<file path="src/hw/rtl/sst_pkg.sv">
// ============================================================================
// sst_pkg
// Shared sizes, command codes and result type of the static slot table.
// ============================================================================
`default_nettype none

package sst_pkg;

    localparam int CAPACITY   = 16;
    localparam int KEY_WIDTH  = 16;
    localparam int DATA_WIDTH = 48;

    localparam int IDX_W  = $clog2(CAPACITY);
    localparam int SCAN_W = IDX_W + 1;
    localparam int CNT_W  = $clog2(CAPACITY + 1);
    localparam int CMD_W  = 2;
    localparam int SLOT_W = KEY_WIDTH + DATA_WIDTH;

    localparam int IN_TDATA_W  = ((KEY_WIDTH + DATA_WIDTH + 7) / 8) * 8;
    localparam int OUT_RAW_W   = KEY_WIDTH + DATA_WIDTH + CNT_W + 2;
    localparam int OUT_TDATA_W = ((OUT_RAW_W + 7) / 8) * 8;

    typedef enum logic [CMD_W-1:0] {
        CMD_INSERT = 2'd0,
        CMD_REMOVE = 2'd1,
        CMD_SEARCH = 2'd2,
        CMD_STATUS = 2'd3
    } t_cmd;

    typedef struct packed {
        logic                  status;
        logic [KEY_WIDTH-1:0]  key;
        logic [DATA_WIDTH-1:0] payload;
        logic [CNT_W-1:0]      count;
        logic                  empty;
        logic                  full;
    } t_result;

endpackage

`default_nettype wire

</file>
<file path="src/hw/rtl/sst_ram.sv">
// ============================================================================
// sst_ram
// Generic simple dual-port RAM: one write port, one registered read port.
// ============================================================================
`default_nettype none

module sst_ram #(
    parameter int WIDTH = 8,
    parameter int DEPTH = 16
) (
    input  wire logic                     i_clk,
    input  wire logic                     i_wr_en,
    input  wire logic [$clog2(DEPTH)-1:0] i_wr_addr,
    input  wire logic [WIDTH-1:0]         i_wr_data,
    input  wire logic [$clog2(DEPTH)-1:0] i_rd_addr,
    output logic      [WIDTH-1:0]         o_rd_data
);

    logic [WIDTH-1:0] r_mem [DEPTH];

    always_ff @(posedge i_clk) begin
        if (i_wr_en) begin
            r_mem[i_wr_addr] <= i_wr_data;
        end
        o_rd_data <= r_mem[i_rd_addr];
    end

endmodule

`default_nettype wire

</file>
<file path="src/hw/rtl/sst_ctrl.sv">
// ============================================================================
// sst_ctrl
// Slot sequencer: keeps valid bits and the count, scans slots one per cycle
// through the shared key comparator and drives the slot RAM.
// ============================================================================
`default_nettype none

module sst_ctrl (
    input  wire logic                            i_clk,
    input  wire logic                            i_rst_n,
    input  wire logic                            i_cmd_vld,
    output logic                                 o_cmd_rdy,
    input  wire sst_pkg::t_cmd                   i_cmd,
    input  wire logic [sst_pkg::KEY_WIDTH-1:0]   i_key,
    input  wire logic [sst_pkg::DATA_WIDTH-1:0]  i_payload,
    output logic                                 o_res_vld,
    input  wire logic                            i_res_rdy,
    output sst_pkg::t_result                     o_res,
    output logic                                 o_ram_wr_en,
    output logic [sst_pkg::IDX_W-1:0]            o_ram_wr_addr,
    output logic [sst_pkg::SLOT_W-1:0]           o_ram_wr_data,
    output logic [sst_pkg::IDX_W-1:0]            o_ram_rd_addr,
    input  wire logic [sst_pkg::SLOT_W-1:0]      i_ram_rd_data
);

    typedef enum logic [1:0] {
        S_IDLE,
        S_INS,
        S_SCAN,
        S_DONE
    } t_state;

    t_state                          r_state;
    sst_pkg::t_cmd                   r_cmd;
    logic [sst_pkg::KEY_WIDTH-1:0]   r_key;
    logic [sst_pkg::DATA_WIDTH-1:0]  r_payload;
    logic [sst_pkg::CAPACITY-1:0]    r_valid;
    logic [sst_pkg::CNT_W-1:0]       r_count;
    logic [sst_pkg::SCAN_W-1:0]      r_idx;
    logic                            r_chk;
    logic [sst_pkg::IDX_W-1:0]       r_chk_idx;
    logic                            r_status;
    logic [sst_pkg::KEY_WIDTH-1:0]   r_key_out;
    logic [sst_pkg::DATA_WIDTH-1:0]  r_payload_out;

    logic [sst_pkg::IDX_W-1:0]       idx;
    logic [sst_pkg::KEY_WIDTH-1:0]   rd_key;
    logic [sst_pkg::DATA_WIDTH-1:0]  rd_payload;
    logic                            hit;
    logic                            free;

    assign idx        = r_idx[sst_pkg::IDX_W-1:0];
    assign rd_key     = i_ram_rd_data[sst_pkg::KEY_WIDTH-1:0];
    assign rd_payload = i_ram_rd_data[sst_pkg::SLOT_W-1:sst_pkg::KEY_WIDTH];
    assign hit        = r_chk && r_valid[r_chk_idx] && (rd_key == r_key);
    assign free       = !r_valid[idx];

    assign o_cmd_rdy     = (r_state == S_IDLE);
    assign o_res_vld     = (r_state == S_DONE);
    assign o_ram_wr_en   = (r_state == S_INS) && free;
    assign o_ram_wr_addr = idx;
    assign o_ram_wr_data = {r_payload, r_key};
    assign o_ram_rd_addr = idx;

    always_comb begin
        o_res.status  = r_status;
        o_res.key     = r_key_out;
        o_res.payload = r_payload_out;
        o_res.count   = r_count;
        o_res.empty   = (r_count == '0);
        o_res.full    = (r_count == sst_pkg::CNT_W'(sst_pkg::CAPACITY));
    end

    always_ff @(posedge i_clk) begin
        if (!i_rst_n) begin
            r_state <= S_IDLE;
            r_valid <= '0;
            r_count <= '0;
            r_chk   <= 1'b0;
        end else begin
            unique case (r_state)
                S_IDLE: begin
                    if (i_cmd_vld) begin
                        r_cmd         <= i_cmd;
                        r_key         <= i_key;
                        r_payload     <= i_payload;
                        r_idx         <= '0;
                        r_chk         <= 1'b0;
                        r_status      <= 1'b0;
                        r_key_out     <= '0;
                        r_payload_out <= '0;
                        unique case (i_cmd)
                            sst_pkg::CMD_INSERT: r_state <= S_INS;
                            sst_pkg::CMD_REMOVE,
                            sst_pkg::CMD_SEARCH: r_state <= S_SCAN;
                            default:             r_state <= S_DONE;
                        endcase
                    end
                end
                S_INS: begin
                    priority if (free) begin
                        r_valid[idx] <= 1'b1;
                        r_count      <= r_count + 1'b1;
                        r_state      <= S_DONE;
                    end else if (idx == sst_pkg::IDX_W'(sst_pkg::CAPACITY - 1)) begin
                        r_status <= 1'b1;
                        r_state  <= S_DONE;
                    end else begin
                        r_idx <= r_idx + 1'b1;
                    end
                end
                S_SCAN: begin
                    priority if (hit) begin
                        r_key_out     <= rd_key;
                        r_payload_out <= rd_payload;
                        if (r_cmd == sst_pkg::CMD_REMOVE) begin
                            r_valid[r_chk_idx] <= 1'b0;
                            r_count            <= r_count - 1'b1;
                        end
                        r_state <= S_DONE;
                    end else if (r_idx == sst_pkg::SCAN_W'(sst_pkg::CAPACITY)) begin
                        r_status <= 1'b1;
                        r_state  <= S_DONE;
                    end else begin
                        r_chk     <= 1'b1;
                        r_chk_idx <= idx;
                        r_idx     <= r_idx + 1'b1;
                    end
                end
                S_DONE: begin
                    if (i_res_rdy) begin
                        r_state <= S_IDLE;
                    end
                end
                default: r_state <= S_IDLE;
            endcase
        end
    end

endmodule

`default_nettype wire

</file>
<file path="src/hw/rtl/static_slot_table.sv">
// ============================================================================
// static_slot_table
// Fixed table of keyed records with insert, remove, search and status query.
// ============================================================================
// One command beat enters on the s_axis channel: tuser carries the command,
// tdata the key and the payload. One result beat leaves on m_axis for each
// command: tuser carries the status (0 done or found, 1 full or not found),
// tdata the key and payload found (zero otherwise), the item count and the
// empty and full flags.
// Insert walks the valid bits one slot per cycle and writes the lowest empty
// slot. Remove and search read the slot RAM one slot per cycle through its
// registered read port and one key comparator. A status query skips the slot
// walk. The result sits in an output register; the next command is accepted
// while it waits there.
// s_axis_tready is low while a command is in progress, and while a finished
// result waits behind a stalled m_axis receiver with the output register full.
// Reset marks every slot empty at once; no clearing pass is needed.
// ============================================================================
`default_nettype none

module static_slot_table (
    input  wire logic                             i_clk,
    input  wire logic                             i_rst_n,
    input  wire logic                             s_axis_tvalid,
    output logic                                  s_axis_tready,
    // [15:0] key, [63:16] payload
    input  wire logic [sst_pkg::IN_TDATA_W-1:0]   s_axis_tdata,
    // [1:0] command
    input  wire logic [sst_pkg::CMD_W-1:0]        s_axis_tuser,
    output logic                                  m_axis_tvalid,
    input  wire logic                             m_axis_tready,
    // [15:0] key_out, [63:16] payload_out, [68:64] item_count, [69] is_empty,
    // [70] is_full, [71] zero
    output logic [sst_pkg::OUT_TDATA_W-1:0]       m_axis_tdata,
    // [0] status
    output logic [0:0]                            m_axis_tuser
);

    logic                             res_vld;
    logic                             res_rdy;
    sst_pkg::t_result                 res;
    logic                             ram_wr_en;
    logic [sst_pkg::IDX_W-1:0]        ram_wr_addr;
    logic [sst_pkg::SLOT_W-1:0]       ram_wr_data;
    logic [sst_pkg::IDX_W-1:0]        ram_rd_addr;
    logic [sst_pkg::SLOT_W-1:0]       ram_rd_data;

    logic                             r_out_vld;
    sst_pkg::t_result                 r_out;

    sst_ctrl u_ctrl (
        .i_clk         (i_clk),
        .i_rst_n       (i_rst_n),
        .i_cmd_vld     (s_axis_tvalid),
        .o_cmd_rdy     (s_axis_tready),
        .i_cmd         (sst_pkg::t_cmd'(s_axis_tuser)),
        .i_key         (s_axis_tdata[sst_pkg::KEY_WIDTH-1:0]),
        .i_payload     (s_axis_tdata[sst_pkg::SLOT_W-1:sst_pkg::KEY_WIDTH]),
        .o_res_vld     (res_vld),
        .i_res_rdy     (res_rdy),
        .o_res         (res),
        .o_ram_wr_en   (ram_wr_en),
        .o_ram_wr_addr (ram_wr_addr),
        .o_ram_wr_data (ram_wr_data),
        .o_ram_rd_addr (ram_rd_addr),
        .i_ram_rd_data (ram_rd_data)
    );

    sst_ram #(
        .WIDTH (sst_pkg::SLOT_W),
        .DEPTH (sst_pkg::CAPACITY)
    ) u_ram (
        .i_clk     (i_clk),
        .i_wr_en   (ram_wr_en),
        .i_wr_addr (ram_wr_addr),
        .i_wr_data (ram_wr_data),
        .i_rd_addr (ram_rd_addr),
        .o_rd_data (ram_rd_data)
    );

    // take a finished result when the output register is free or draining
    assign res_rdy = !r_out_vld || m_axis_tready;

    always_ff @(posedge i_clk) begin
        if (!i_rst_n) begin
            r_out_vld <= 1'b0;
        end else if (res_rdy) begin
            r_out_vld <= res_vld;
        end
    end

    always_ff @(posedge i_clk) begin
        if (res_rdy && res_vld) begin
            r_out <= res;
        end
    end

    assign m_axis_tvalid = r_out_vld;
    assign m_axis_tuser  = r_out.status;
    assign m_axis_tdata  = sst_pkg::OUT_TDATA_W'({r_out.full, r_out.empty, r_out.count,
                                                  r_out.payload, r_out.key});

endmodule

`default_nettype wire

</file>
<file path="config.mk">
export PLATFORM = sky130hd
export DESIGN_NAME = static_slot_table
export DESIGN_NICKNAME = d
export VERILOG_FILES = /design/src/hw/rtl/sst_pkg.sv /design/src/hw/rtl/sst_ram.sv /design/src/hw/rtl/sst_ctrl.sv /design/src/hw/rtl/static_slot_table.sv
export SDC_FILE = /design/constraint.sdc
export NUM_CORES = 1
export LEC_CHECK = 0
export BUFFER_PORTS_ARGS = -buffer_cell sky130_fd_sc_hd__buf_2
export CORE_MARGIN = 1
export CORE_UTILIZATION = 61
export CTS_CLUSTER_SIZE = 14
export DETAILED_ROUTE_END_ITERATION = 8
export HOLD_SLACK_MARGIN = 0.03
export PLACE_DENSITY = 0.78
export SYNTH_ARGS = -nofsm -noshare
export SYNTH_HDL_FRONTEND = slang
export SYNTH_HIERARCHICAL = 1
export SYNTH_SLANG_ARGS = --single-unit
</file>
<file path="constraint.sdc">
create_clock -name i_clk -period 10.6 [get_ports i_clk]
set_input_delay 2.12 -clock i_clk [delete_from_list [all_inputs] [get_ports i_clk]]
set_output_delay 2.12 -clock i_clk [all_outputs]
set_load 0.01 [all_outputs]
</file>
==> impl_results.md, run 1 <==
* Final Non-Filler Cells at around 3600
* Initial antenna violation count at 2
* PortBufs at 143
* Setup TNS at 0 ns
* Post_cts resized at 0
* HP Start: u_ctrl/r_payload_out[9]$_SDFFCE_PN0P_
* Worst setup SP type: flop
* Power share of the clock group at around 33%
* CP Data Required Time at roughly 11 ns
* Post-synth top flop: edfxtp_1
* Worst-case clock buffer depth at 3
* Fmax at 169 MHz
* Min-delay worst type: reg -> reg
* Final total power at 13.7 mW
* Sw Share at between 20 and 30%
* Most frequent cells in the layout: edfxtp_1, mux4_2, buf_2
* Worst R2R Start: u_ctrl/r_idx[0]$_SDFFCE_PN0P_
* # hold bufs at CTS at 0
* Root buf cell: clkbuf_16
* Hpwl dp at 56.4 mm
* Post-synth EDFFs at approximately 1200
* Warnings from Yosys at 6
* Crit end category: flop
* Worst EP arrival at ~6.3 ns
* Final Hold Fails at 0
* DR DRC count at 0
* Layout area overhead at 12.4%
* Layout cells sized above 1 at a little over a quarter
* Routed Antenna Nets at 0
* Clk Latency, worst-skew pair at 0.72 ns
* CTS Buf Count at 130
* Num ports at ~150
* Gr ovfl total at 0
* Peak VDD IR at approximately 0.21 mV
* Sequential share of power at around half
* Post-synth top area share at about three quarters
* Tcrit/Tclk final at 55.8%
* Leakage at 17.7 nW
* Clock transition at the registers of the reported paths at around 0.06 ns
* Cell count after synthesis at approximately 2200
* Fin crit period at around 5.9 ns
* Async SR Flop Fraction at 0%
* Critical Path Source: u_ctrl/r_idx[0]$_SDFFCE_PN0P_
* Largest net degree at the start of global routing at about 160
* DR pass1 iterations at 5
* Via density at approximately 6.6
* Worst Skew at around 0.029 ns
* Dominant cells by area after synthesis: edfxtp_1, mux4_2, dfxtp_1
* Dpl cells at around 3300
* Max Cap Viol at 0
* Synth Register Bits at about 1300
* Rel. slew slack at around 11%
* Final setup fails at 0
* Initial DRC Count at around 3200
* First-pass GRT wire length at 158 mm
* Critical path class: reg -> reg
* Mapped Nets at 2301
* Syn_area_per_cell at about 22 um2
* CP max FO at between 80 and 90
* H-tree depth at 4
* Distinct cells, synth at between 60 and 70
* Net switching power at 3.77 mW
* WL/cell at a little over 30 um
* Yosys top cell by area: edfxtp_1
* Initial Utilization at 61.7%
* Comb power frac at between 10% and 20%
* Gpl congestion at approximately 0.86
* Postcts setup bufs at 0
* Die W at 285 um
* Layout Nets at roughly 2500
* Most common cell after layout, fill and taps aside: edfxtp_1
* Sequential area share after synthesis at 79.8%
* CTS tree: yes
* RSZ-0062 raised after global routing: false
* Clock sinks at between 1000 and 1500
* Status: finished, final reports clean
* Total number of vias at between 20000 and 25000
* Pins Over Slew Limit at 0
* DIE AREA at about 0.081 mm2
* Core Region at 0.0790 mm2
* R2R Setup Slk at 4.69 ns
* Number of global-route vias before repair at 24033
* Worst-margin pin slew at between 1 and 1.5 ns
* # rows at 103
* Internal Power at between 9 and 10 mW
* GRT Total Usage at between 20% and 30%
* Cell Area, Synth at about 0.049 mm2
* Die Ht at 285 um
* WL final at roughly 110 mm
* Power Density at ~250 mW/mm2
state kept, by name, summed over array words and instances (netlist names), 2 cells and up:
register and cells:
u_ctrl/r_key_out 16, u_ctrl/r_payload 48, u_ctrl/r_payload_out 48, u_ram/o_rd_data 64, u_ctrl/r_valid 16, u_ctrl/r_count 5
u_ctrl/r_chk_idx 4, m_axis_tdata 71, u_ram/r_mem 1024, u_ctrl/r_state 2, u_ctrl/r_idx 5, u_ctrl/r_key 16
u_ctrl/r_cmd 2
Yosys cell counts, types with 2 or more instances:
master,number
nand4_1,7
xor2_1,7
mux2_2,3
buf_4,16
a41o_2,3
a21o_1,3
nor4_1,4
o22ai_1,2
a41oi_2,2
and3_2,2
dfxtp_1,89
buf_2,16
a21oi_1,12
buf_6,16
nand2b_1,4
clkbuf_1,47
nor3_1,13
ha_1,13
nand2_1,90
nor2_1,25
clkinv_1,2
and2_4,2
inv_1,17
a31oi_1,12
nor2b_1,11
nand3_1,13
o211ai_1,2
or4_1,3
o21ai_0,13
buf_1,17
edfxtp_1,1236
mux4_2,261
and2_1,72
a31o_2,2
xnor2_1,15
nand3b_1,4
a22oi_1,130
mux2i_1,6
cell families (layout without fill, tap and decap cells):
family,after synthesis,in the layout,synth area share [%]
fa+ha+maj,14,14,0.375
flops,1325,1325,79.8
compound gates,191,191,2.92
xor+xnor,22,22,0.395
other cells,1,2,0.00769
buf+inv,131,434,1.42
simple gates,263,263,2.85
mux,270,270,12.2
final timing paths:
check                                                      to  cells after the start
worst max-delay path            u_ram/r_mem[15][46]$_DFFE_PP_                      9
worst min-delay path               m_axis_tdata[25]$_DFFE_PP_                      0
worst max register to register  u_ram/r_mem[15][46]$_DFFE_PP_                      9
worst min register to register     m_axis_tdata[25]$_DFFE_PP_                      0
layout make-up:
class                      count  area (um2)
antenna                        1        2.50
clock buffer                 185        3710
clock inverter                52         480
fill                        4493       24200
inverter                      19        71.3
multi-input combinational    761        9330
sequential                  1325       38900
tap                         1050        1310
timing repair buffer         178        1020
power groups by stage:
stage	clock, mW	sequential [mW]	combinational (mW)
after floorplan	0	6.61	1.84
after global placement	0	6.71	2.47
after detailed placement	0	6.74	2.52
after CTS	4.55	6.64	2.58
after global routing	4.74	6.68	2.74
final	4.49	6.65	2.58
stage by stage:
stage	hold slack [ns]	util, %	setup WS [ns]	instance area (um2)
2_1_floorplan	0.400	-	1.48	48800
3_3_place_gp	0.402	64.1	4.95	50600
3_5_place_dp	0.405	64.1	4.84	50600
4_1_cts	0.400	69.4	4.74	54800
5_1_grt	0.410	69.4	4.50	54800
6_report	0.407	69.4	4.69	54800
critical path, stage by stage, from the launching register on:
cell,delay [ns]
edfxtp_1,0.38
buf_4,0.52
buf_12,0.62
mux2_2,0.42
o22a_4,0.24
and3_2,0.22
nor3_1,0.73
nand3_1,0.50
nor2_4,1.15
buf_4,0.61
routing by layer:
layer | GRT usage, % | wire, um | vias to the layer above
li1 | - | - | 9567
met1 | 39.8 | 42600 | 12310
met2 | 41.9 | 51800 | 1567
met3 | 5.01 | 10800 | 184
met4 | 8.32 | 2480 | 2
met5 | 0 | 13 | -
Note: power is estimated with default switching activity, not from simulation.
==> run 2, diff against run 1 <==
--- a/config.mk
+++ b/config.mk
@@ -5,13 +5,14 @@
 export SDC_FILE = /design/constraint.sdc
 export NUM_CORES = 1
 export LEC_CHECK = 0
+export ABC_AREA = 1
 export BUFFER_PORTS_ARGS = -buffer_cell sky130_fd_sc_hd__buf_2
 export CORE_MARGIN = 1
-export CORE_UTILIZATION = 61
+export CORE_UTILIZATION = 62
 export CTS_CLUSTER_SIZE = 14
 export DETAILED_ROUTE_END_ITERATION = 8
 export HOLD_SLACK_MARGIN = 0.03
-export PLACE_DENSITY = 0.78
+export PLACE_DENSITY = 0.79
 export SYNTH_ARGS = -nofsm -noshare
 export SYNTH_HDL_FRONTEND = slang
 export SYNTH_HIERARCHICAL = 1
==> constraint.sdc (replaced) <==
create_clock -name i_clk -period 6.1 [get_ports i_clk]
set_input_delay 1.22 -clock i_clk [delete_from_list [all_inputs] [get_ports i_clk]]
set_output_delay 1.22 -clock i_clk [all_outputs]
set_load 0.01 [all_outputs]
==> impl_results.md, run 2 <==
* Met3 GRT Util at 5.18% (was 5.01%)
* Ant. Diodes at 0 (was 1)
* Gr ovfl total at 0 (unchanged)
* Worst-case clock buffer depth at 3 (unchanged)
* Layout Nets at 5207 (was 2499)
* DIE AREA at 0.0898 mm2 (was 0.0811 mm2)
* Routed Antenna Nets at 0 (unchanged)
* Via density at 5.64 (was 6.62)
* H-tree depth at 4 (unchanged)
* Initial Utilization at 63.0% (was 61.7%)
* Clock transition at the registers of the reported paths at 0.06 ns (about the same)
* CP cell instances: buf_4 -> nand2_1 -> nand3_1 -> nand2_1 -> nand2_1 -> nand2_2 -> nor2_4 -> nand2_2 -> inv_1 -> nand2_1 -> nor2_4 -> buf_4 (was buf_4 -> buf_12 -> mux2_2 -> o22a_4 -> and3_2 -> nor3_1 -> nand3_1 -> nor2_4 -> buf_4)
* First-pass GRT wire length at 196 mm (was 158 mm)
* R2R Setup Slk at 1.98 ns (was 4.69 ns)
* Met1 Usage GRT at 37.6% (was 39.8%)
* WL final at 129 mm (was 108 mm)
* Leakage at 25.8 nW (was 17.7 nW)
* Peak VDD IR at 0.325 mV (was 0.213 mV)
* # hold bufs at CTS at 0 (unchanged)
* Slowest cell on the critical path: nor2_4 (unchanged)
* Max reg flops at 1024 (unchanged)
* Core Region at 0.0873 mm2 (was 0.0790 mm2)
* Clk Latency, worst-skew pair at 0.75 ns (was 0.72 ns)
* Die Ht at 300 um (was 285 um)
* Layout area overhead at 10.5% (was 12.4%)
* Worst-margin pin slew at 1.48 ns (was 1.33 ns)
* Worst setup SP type: flop (unchanged)
* CTS tree: yes (unchanged)
* Filler cell count at 5856 (was 4493)
* Met2 Track Usage GR at 47.7% (was 41.9%)
* Syn_area_per_cell at 10.9 um2 (was 22.0 um2)
* Final Hold Fails at 0 (unchanged)
* Synth Register Bits at 1325 (unchanged)
* Initial antenna violation count at 2 (unchanged)
* Setup TNS at 0 ns (unchanged)
* Tcrit/Tclk final at 67.5% (was 55.8%)
* Critical path class: reg -> reg (unchanged)
* Number of global-route vias before repair at 35273 (was 24033)
* Fin crit period at 4.12 ns (was 5.91 ns)
* Post-synth top area share at 67.5% (was 76.1%)
* Largest net degree at the start of global routing at 286 (was 158)
* GRT Total Usage at 28.8% (was 27.0%)
* Pins Over Slew Limit at 0 (unchanged)
* Sequential area share after synthesis at 70.8% (was 79.8%)
* PortBufs at 143 (unchanged)
* DR pass1 iterations at 6 (was 5)
* Cell Area, Synth at 0.0550 mm2 (was 0.0488 mm2)
* # rows at 108 (was 103)
* CP max stage delay at 0.94 ns (was 1.15 ns)
* Layout cells sized above 1 at 8.50% (was 27.1%)
* Dominant cell by count in the synthesized netlist: nand2_1 (was edfxtp_1)
* Most frequent cells in the layout: nand2_1, edfxtp_1, inv_1 (was edfxtp_1, mux4_2, buf_2)
* Post_cts resized at 0 (unchanged)
* Mapped Nets at 5129 (was 2301)
* Min-delay worst type: reg -> reg (unchanged)
* Worst Skew at 0.0244 ns (was 0.0295 ns)
* Power Density at 425 mW/mm2 (was 250 mW/mm2)
* Dominant cells by area after synthesis: edfxtp_1, nand2_1, nand3_1 (was edfxtp_1, mux4_2, dfxtp_1)
* Crit end category: flop (unchanged)
* Fmax at 243 MHz (was 169 MHz)
* Worst path most repeated cell: nand2_1 (was buf_4)
* Max Cap Viol at 0 (unchanged)
* Yosys top cell by area: edfxtp_1 (unchanged)
* CP max FO at 52 (was 86)
* DR DRC count at 0 (unchanged)
* Most common cell after layout, fill and taps aside: nand2_1 (was edfxtp_1)
* Worst EP arrival at 4.50 ns (was 6.26 ns)
* Warnings from Yosys at 6 (unchanged)
* Clock sinks at 1325 (unchanged)
* Global route hottest layer: met2 (unchanged)
* Status: finished, final reports clean (unchanged)
* Distinct cells, synth at 36 (was 63)
* Cell count after synthesis at 5045 (was 2217)
* Num ports at 145 (unchanged)
* Hpwl dp at 62.0 mm (was 56.4 mm)
* RSZ-0062 raised after global routing: false (unchanged)
* Biggest register: u_ram/r_mem (unchanged)
* Rel. slew slack at 1.65% (was 11.0%)
* CTS Buf Count at 134 (was 130)
* Gpl congestion at 0.879 (was 0.857)
* WL/cell at 20.2 um (was 30.2 um)
* Total number of vias at 36025 (was 23630)
* Async SR Flop Fraction at 0% (unchanged)
* Final core utilization at 69.6% (was 69.4%)
* Post-synth top flop: edfxtp_1 (unchanged)
* Final setup fails at 0 (unchanged)
* Post-synth top cells: nand2_1, edfxtp_1, inv_1, nand3_1, buf_2 (was edfxtp_1, mux4_2, a22oi_1, nand2_1, dfxtp_1)
* Initial DRC Count at 4548 (was 3159)
* CP Data Required Time at 6.48 ns (was 10.94 ns)
* Root buf cell: clkbuf_16 (unchanged)
* Postcts setup bufs at 0 (unchanged)
* Die W at 300 um (was 285 um)
* Post-synth EDFFs at 1236 (unchanged)
-- run 2: changes by cell type after synthesis, sizes merged, moves of 52 or more --
cell / change
mux4: -261
nand2: +1496
a22oi: -130
inv: +900
and2: -74
buf: +148
nand3: +803
nor2: +52
-- run 2: report_power, final --
group / switching, mW / leakage, nW / internal, mW
clock network: 3.46 / 2.17 / 4.73
registers: 0.530 / 11.9 / 11.0
logic: 4.43 / 11.7 / 1.67
total: 8.41 / 25.8 / 17.4
-- run 2: layer usage --
layer | part of all wire (%) | wire length, um
met1 | 38 | 48600
met4 | 4.0 | 5110
met3 | 9.8 | 12700
met5 | 0.0085 | 11
met2 | 49 | 62600
-- run 2: area by class of cell --
type	instances	area (um2)	share of cell area (%)
Clock buffer	185	3740	6.15
Clock inverter	64	693	1.14
Inverter	917	3470	5.72
Timing Repair Buffer	184	1270	2.10
Tap cell	1155	1450	2.38
Sequential cell	1325	38900	64.0
Multi-Input combinational cell	2561	11200	18.5
-- run 2: cell families after synthesis --
family | after synthesis | synth area share, %
other | 1 | 0.00682
buffers and inverters | 1159 | 9.10
adder cells (fa/ha/maj) | 14 | 0.332
AND/OR/NAND/NOR | 2483 | 19.1
flip-flops | 1325 | 70.8
XOR/XNOR | 8 | 0.127
AO/OA/AOI/OAI | 55 | 0.576
-- run 2: per-stage QoR --
step | hold slack (ns) | total power, mW | cells | setup slack (ns) | instance area (um2)
after floorplan | 0.400 | 16.1 | 5045 | 0.868 | 55000
after global placement | 0.400 | 17.4 | 6142 | 2.16 | 56300
after detailed placement | 0.405 | 17.6 | 6142 | 2.03 | 56300
after CTS | 0.418 | 25.8 | 6391 | 2.00 | 60700
after global routing | 0.424 | 26.9 | 6391 | 1.80 | 60700
final | 0.413 | 25.8 | 6391 | 1.98 | 60700
-- run 2: worst paths after layout --
check                                                            start                            to  depth (start not counted)
worst max register to register           u_ctrl/r_idx[0]$_SDFFCE_PN0P_  u_ram/r_mem[0][18]$_DFFE_PP_                         12
worst min-delay path            u_ctrl/r_payload_out[46]$_SDFFCE_PN0P_    m_axis_tdata[62]$_DFFE_PP_                          0
worst max-delay path                     u_ctrl/r_idx[0]$_SDFFCE_PN0P_  u_ram/r_mem[0][18]$_DFFE_PP_                         12
worst min register to register  u_ctrl/r_payload_out[46]$_SDFFCE_PN0P_    m_axis_tdata[62]$_DFFE_PP_                          0
-- run 2: worst max-delay path: cells and delay by family (launching register included) --
kind,cells,cell delay [ns]
flip-flops,1,0.51
buffers and inverters,3,1.27
AND/OR/NAND/NOR,9,1.92
